File: config.mk
export PLATFORM = sky130hd
export DESIGN_NAME = fdc_cell
export DESIGN_NICKNAME = d
export VERILOG_FILES = /design/src/design/fir_filter_dc_offset_clamp_unit_assert.svh /design/src/design/fdc_pkg.sv /design/src/design/fdc_cell.sv
export SDC_FILE = /design/constraint.sdc
export NUM_CORES = 2
export LEC_CHECK = 0
export BUFFER_PORTS_ARGS = -buffer_cell sky130_fd_sc_hd__buf_2
export CAP_MARGIN = 20
export CORE_UTILIZATION = 30
export DETAILED_ROUTE_END_ITERATION = 16
export GPL_ROUTABILITY_DRIVEN = 1
export SETUP_SLACK_MARGIN = 0.5
export SLEW_MARGIN = 20
export SYNTH_ARGS = -nofsm -noshare
export SYNTH_HDL_FRONTEND = slang
export SYNTH_SLANG_ARGS = --single-unit
File: constraint.sdc
create_clock -name i_clk -period 6.4 [get_ports i_clk]
set_input_delay 0.64 -clock i_clk [delete_from_list [all_inputs] [get_ports i_clk]]
set_output_delay 0.64 -clock i_clk [all_outputs]
set_load 0.05 [all_outputs]
File: src/design/fir_filter_dc_offset_clamp_unit_assert.svh
// Assertion macros used by the top-level RTL file.
`ifndef FIR_FILTER_DC_OFFSET_CLAMP_UNIT_ASSERT_SVH
`define FIR_FILTER_DC_OFFSET_CLAMP_UNIT_ASSERT_SVH

`ifndef SYNTHESIS
`define FDC_ASSERT(lbl, clk, rstn, prop) \
    lbl: assert property (@(posedge clk) disable iff (!rstn) (prop)) \
        else $error("fdc assertion failed");
`define FDC_ASSERT_ALWAYS(lbl, clk, prop) \
    lbl: assert property (@(posedge clk) (prop)) \
        else $error("fdc assertion failed");
`else
`define FDC_ASSERT(lbl, clk, rstn, prop)
`define FDC_ASSERT_ALWAYS(lbl, clk, prop)
`endif

`endif

File: src/design/fdc_pkg.sv
`timescale 1ns / 1ps
`default_nettype none

package fdc_pkg;

    localparam int SAMPLE_W = 16;
    localparam int COEF_W   = 32;
    localparam int PROD_W   = SAMPLE_W + 1 + COEF_W;
    localparam int RES_W    = 32;
    localparam int OUT_W    = 16;

    localparam logic [RES_W-1:0] DC_OFFSET = 32'd32767;
    localparam logic [OUT_W-1:0] OUT_MAX   = 16'hFFFF;

    localparam logic REQ_SAMPLE = 1'b0;
    localparam logic REQ_COEF   = 1'b1;

    typedef struct packed {
        logic shift;
        logic coef_we;
    } t_cell_ctl;

endpackage

`default_nettype wire

File: src/design/fdc_cell.sv
`timescale 1ns / 1ps
`default_nettype none

module fdc_cell #(
    parameter int ACC_W = 54
) (
    input  wire                                i_clk,
    input  wire                                i_rst_n,
    input  wire        fdc_pkg::t_cell_ctl     i_ctl,
    input  wire        [fdc_pkg::SAMPLE_W-1:0] i_sample_in,
    input  wire signed [fdc_pkg::COEF_W-1:0]   i_coef,
    input  wire signed [ACC_W-1:0]             i_sum_in,
    output logic       [fdc_pkg::SAMPLE_W-1:0] o_sample,
    output logic signed [ACC_W-1:0]            o_sum
);

    logic        [fdc_pkg::SAMPLE_W-1:0] r_sample;
    logic signed [fdc_pkg::COEF_W-1:0]   r_coef;
    logic signed [fdc_pkg::PROD_W-1:0]   r_prod;
    logic signed [fdc_pkg::PROD_W-1:0]   n_prod;
    logic signed [ACC_W-1:0]             r_sum;
    logic signed [ACC_W-1:0]             n_sum;

    always_ff @(posedge i_clk) begin
        if (!i_rst_n) begin
            r_sample <= '0;
            r_coef   <= '0;
        end else begin
            if (i_ctl.shift) begin
                r_sample <= i_sample_in;
            end
            if (i_ctl.coef_we) begin
                r_coef <= i_coef;
            end
        end
    end

    always_comb begin
        n_prod = $signed({1'b0, r_sample}) * r_coef;
        n_sum  = i_sum_in + ACC_W'(r_prod);
    end

    always_ff @(posedge i_clk) begin
        r_prod <= n_prod;
        r_sum  <= n_sum;
    end

    assign o_sample = r_sample;
    assign o_sum    = r_sum;

endmodule

`default_nettype wire

# Word level (Yosys, flattened, before mapping)
# Cells that the tools add are included.
dict set report totals {
  wordCells 6
  regBits 151
}
dict set report classes {
  mul 1
  n_addsub 1
}
# operator count
set op_table {}
lappend op_table {{$add 54x49->54} 1}
lappend op_table {{$mul 17x32->49} 1}

# Longest topological paths before layout
dict set report depth {
  depth_word 1
  mapped_depth 25
  depth_no_buf 24
}

# Least setup slack after synthesis
# Ideal clock, no wire load.
dict set report synth_timing {
  path_kind {register to register}
  start {register r_sample (netlist bit o_sample[8])}
  end {register r_prod[46] in the netlist's numbering}
  path_stages_with_launch 25
  path_buffers 1
  arrival_time_ns 6.600
  synth_period_minus_slack_ns 6.673
  setup_time_ns 0.072
  slack_ns -0.273
  cell_sequence {dfxtp_1 > clkbuf_1 > nand2_1 > fa_1 > inv_1 > fa_1 > inv_1 > fa_1 > inv_1 > fa_1 > fa_1 > inv_1 > fa_1 > inv_1 > ha_1 > o21ai_0 > a21oi_1 > a21oi_1 > a21bo_2 > a311oi_1 > o31a_1 > o31ai_1 > a221o_1 > a21oi_1 > xnor2_1}
}
dict set report synth_between {
  elab_chain_len 1
}
# item line
set synth_lines {}
lappend synth_lines {{from (decl)} fdc_cell.sv:17} ;# logic [fdc_pkg::SAMPLE_W-1:0] r_sample;
lappend synth_lines {{from (signal assigned)} fdc_cell.sv:30} ;# r_sample <= i_sample_in;
lappend synth_lines {{$mul 17x32->49} fdc_cell.sv:39} ;# n_prod = $signed({1'b0, r_sample}) * r_coef;
lappend synth_lines {{net n_prod (one bit)} fdc_cell.sv:20} ;# logic signed [fdc_pkg::PROD_W-1:0] n_prod;
lappend synth_lines {{to (signal assigned)} fdc_cell.sv:44} ;# r_prod <= n_prod;
lappend synth_lines {{to (decl)} fdc_cell.sv:19} ;# logic signed [fdc_pkg::PROD_W-1:0] r_prod;
# The timed path passes the listed nets, and every way through them passes these cells.
# A chain may end at the register's enable or synchronous reset.

# Worst setup path in the final report
dict set report layout_timing {
  start {register r_sample (netlist bit o_sample[5])}
  end {register r_prod[46] in the netlist's numbering}
}
# Same word-level chain as after synthesis.

==> flow_summary.json <==
{
  "ys_ff_latch": 151,
  "path_buf_inv": 6,
  "synth-seq-area-share_pct": 12.1,
  "critical_path.top_delay_family": "adder cells",
  "synth-async-reset-ratio_pct": 0,
  "slowest_delay_ns": 0.57,
  "die_y_um": 291,
  "core_mm2": 0.0822,
  "setup_viol": 0,
  "setup_tns_ns": 0,
  "wirelength_um": 70500,
  "rsz0062_at_grt": "true",
  "nets": 3804,
  "relSlewSlack_pct": 28.3,
  "synth_cell_types": 62,
  "ir_worst_vdd_mv": 0.231,
  "num_rows": 105,
  "p_leak_nw": 15.1,
  "dieArea_mm2": 0.0846,
  "crit_required_ns": 6.82,
  "cts_made_buffers": 17,
  "ys.flop_type": "dfxtp_1",
  "r2r_end": "r_prod[46]",
  "yosysWarnings": 0,
  "grt_max_degree": 49,
  "r2r_slack_ns": 0.25,
  "cts-htree-levels": 4,
  "worstReg2RegStart": "o_sample[5]",
  "ant_nets": 0,
  "status": "finished, final reports clean",
  "slew_violations": 0,
  "clkLatencyLatePin_ns": 0.49,
  "hold_violations": 0,
  "portBuffers": 175,
  "fin_util_pct": 36.3,
  "finalCriticalPeriod_ns": 6.15,
  "die_x_um": 291,
  "drive_gt1_share_pct": 18.6,
  "synth_compound_area_share_pct": 8.60,
  "start_kind": "flip-flop",
  "place_ws_ns": -0.0383,
  "fin_crit_sh_pct": 96.1,
  "tritoncts": "done",
  "clock-sinks": 151,
  "ff2ff_path_depth": 24,
  "wl_met2_um": 36900,
  "synth_fp_nets": 3537,
  "initial_utilization_pct": 30.4,
  "drv_cap": 0,
  "synth_xor_xnor_area_share_pct": 3.50,
  "root_buffer": "clkbuf_16",
  "top_layer_used": "met4",
  "crit_path_cell_trace": "buf_6, and2_4, fa_1, inv_2, fa_2, fa_1, inv_2, fa_1, fa_1, inv_1, fa_1, inv_2, ha_4, a21oi_2, o21ai_2, a21oi_1, a21bo_2, a311oi_2, buf_4, o31a_1, o31ai_4, a221o_1, a21oi_2, xnor2_1",
  "grt.total_usage_pct": 17.5,
  "antenna_found_initial": 1,
  "wl_met1_um": 29800,
  "drtIter0Drc": 1051,
  "syn_inst": 2771,
  "synth_area_mm2": 0.0250,
  "min_to": "o_sum[0]",
  "grt.overflow.total": 0,
  "critPathSlowestCell": "fa_2",
  "synth.avg_cell_area_um2": 9.03,
  "wire_per_inst_um": 17.1,
  "finalNonFillerCells": 4121,
  "hold_class": "in -> reg",
  "crit_path_max_fanout": 6,
  "dpl.hpwl_um": 57900,
  "num_antenna_cells": 0,
  "min_from": "i_sum_in[0]",
  "synth_edf_count": 0,
  "ctsHoldBuffers": 0,
  "power_density_mw_per_mm2": 219,
  "crit_top_cell": "fa_1",
  "synthAdderAreaFrac_pct": 47.7,
  "gp_routability_congestion": 0.848,
  "synth-simple-area-share_pct": 15.3,
  "setup_ws_ns": 0.249,
  "drc": 0,
  "fmax_ghz": 0.163,
  "crit_type": "reg -> reg",
  "fillers": 8417,
  "grt_pass1_wl_um": 115000,
  "ios": 176,
  "placed_cells": 4032,
  "worst_slew_pin_slew_ns": 1.08,
  "skew_ns": 0.0134,
  "dr_wl_met3_um": 2290,
  "cp.arrival_ns": 6.57,
  "min_path_cells": 2,
  "num_vias": 19100,
  "endpoint_kind": "flip-flop",
  "syn2layout_area_growth_pct": 19.4,
  "clockBufferDepth": 2,
  "muxShareOfSynthArea_pct": 1.92,
  "viasPerCell": 4.64,
  "drt_pass1_iterations": 7,
  "grt_pass1_vias": 20900,
  "synth_top_family_by_area": "adder cells",
  "clkSlewWorstSetupHoldPaths_ns": 0.07
}
## registers in the layout, summed over array words and instances, names as in the netlist
name,count
o_sample,16
o_sum,54
r_coef,32
r_prod,49
## metrics by stage
stage / total power, mW / cell area, um^2 / hold slack [ns]
finish: 6.54 / 29900 / 0.364
global route: 7.10 / 29900 / 0.347
CTS: 6.57 / 29400 / 0.319
detailed placement: 5.30 / 28100 / 0.437
global placement: 5.28 / 28100 / 0.425
floorplan: 4.18 / 25300 / 0.420
## what timing repair did
item                                    CTS  global route
buffers inserted                         40            17
pin swaps                                49            62
resized for setup                        94           109
endpoints found under the setup margin   23            24
## synth_stat cells (all sizes together) (5+ instances only)
library cell | instances | area share (%)
a31oi | 14 | 0.35
mux2i | 48 | 1.9
a21o | 68 | 2.1
nand2b | 14 | 0.35
or3 | 5 | 0.15
dfxtp | 151 | 12
nand2 | 330 | 5.0
nor3 | 11 | 0.22
nor2 | 39 | 0.59
nand4 | 13 | 0.33
a211oi | 9 | 0.27
xor2 | 26 | 0.91
a21oi | 102 | 2.1
ha | 170 | 8.5
fa | 490 | 39
o21bai | 11 | 0.33
o21a | 14 | 0.43
nand3 | 23 | 0.46
and2 | 241 | 6.0
a211o | 5 | 0.18
o21ai | 48 | 0.96
o31a | 6 | 0.21
clkbuf | 112 | 1.7
inv | 606 | 9.1
a31o | 5 | 0.18
and4 | 5 | 0.18
xnor2 | 74 | 2.6
o31ai | 6 | 0.24
nor2b | 61 | 1.5
and3 | 15 | 0.38
## report_power, final
group          internal (mW)  total (mW)  switching, mW
sequential              1.27        1.46          0.191
clock                  0.651        1.14          0.491
combinational           1.50        3.94           2.43
## layout by cell type (no fill, tap or decap), types with 16 or more instances in the layout
cell type,count
xnor2_1,70
dfxtp_1,115
buf_4,139
mux2i_1,48
fa_1,476
nor2b_1,60
buf_12,16
nand2_1,325
ha_1,155
a21o_1,66
inv_1,590
nand3_1,20
dfxtp_4,19
clkbuf_16,18
inv_2,16
xor2_1,25
buf_2,175
a21oi_1,84
and2_1,231
dfxtp_2,17
buf_6,30
nor2_1,38
o21ai_0,35
a21oi_2,17
## worst max path at each step
stage            startpoint    endpoint  slack, ns  depth (start not counted)
6_report        o_sample[5]  r_prod[46]       0.25                         24
3_3_place_gp      r_coef[5]  r_prod[45]     -0.005                         22
2_1_floorplan  o_sample[11]  r_prod[36]       0.42                         23
3_5_place_dp      r_coef[5]  r_prod[45]      -0.04                         22
4_1_cts         o_sample[5]  r_prod[46]       0.27                         22
5_1_grt         o_sample[5]  r_prod[36]       0.05                         24
## layer usage
layer  up-vias  GRT usage (%)
li1       8932              -
met1      9705           20.8
met2       376           32.4
met3        89           2.45
met4         0           5.14
met5         -              0
## cell families after synthesis
kind of cell               after synthesis
buffers and inverters                  722
AOI/OAI and AO/OA                      327
and+or+nand+nor                        763
adders and majority gates              660
muxes                                   48
DFF                                    151
xor gates and xnor gates               100
## layout make-up
cell class              instances  area (um^2)  area share (%)
multi-input cells            1898        19900            66.6
flip-flops and latches        151         3120            10.4
repair buffers                364         2630            8.80
inverters                     606         2270            7.61
well taps                    1070         1340            4.48
clock inverters                12          164           0.549
clock buffers                  20          468            1.57
## worst register-to-register path, cell delays in order (launching register included)
cell and delay [ns]:
dfxtp_4 0.39, buf_6 0.15, and2_4 0.16, fa_1 0.55, inv_2 0.04, fa_2 0.57
fa_1 0.42, inv_2 0.07, fa_1 0.43, fa_1 0.49, inv_1 0.05, fa_1 0.49
inv_2 0.05, ha_4 0.23, a21oi_2 0.13, o21ai_2 0.08, a21oi_1 0.13, a21bo_2 0.26
a311oi_2 0.21, buf_4 0.18, o31a_1 0.27, o31ai_4 0.10, a221o_1 0.38, a21oi_2 0.14
xnor2_1 0.12
Power figures use the tool's default switching activity.
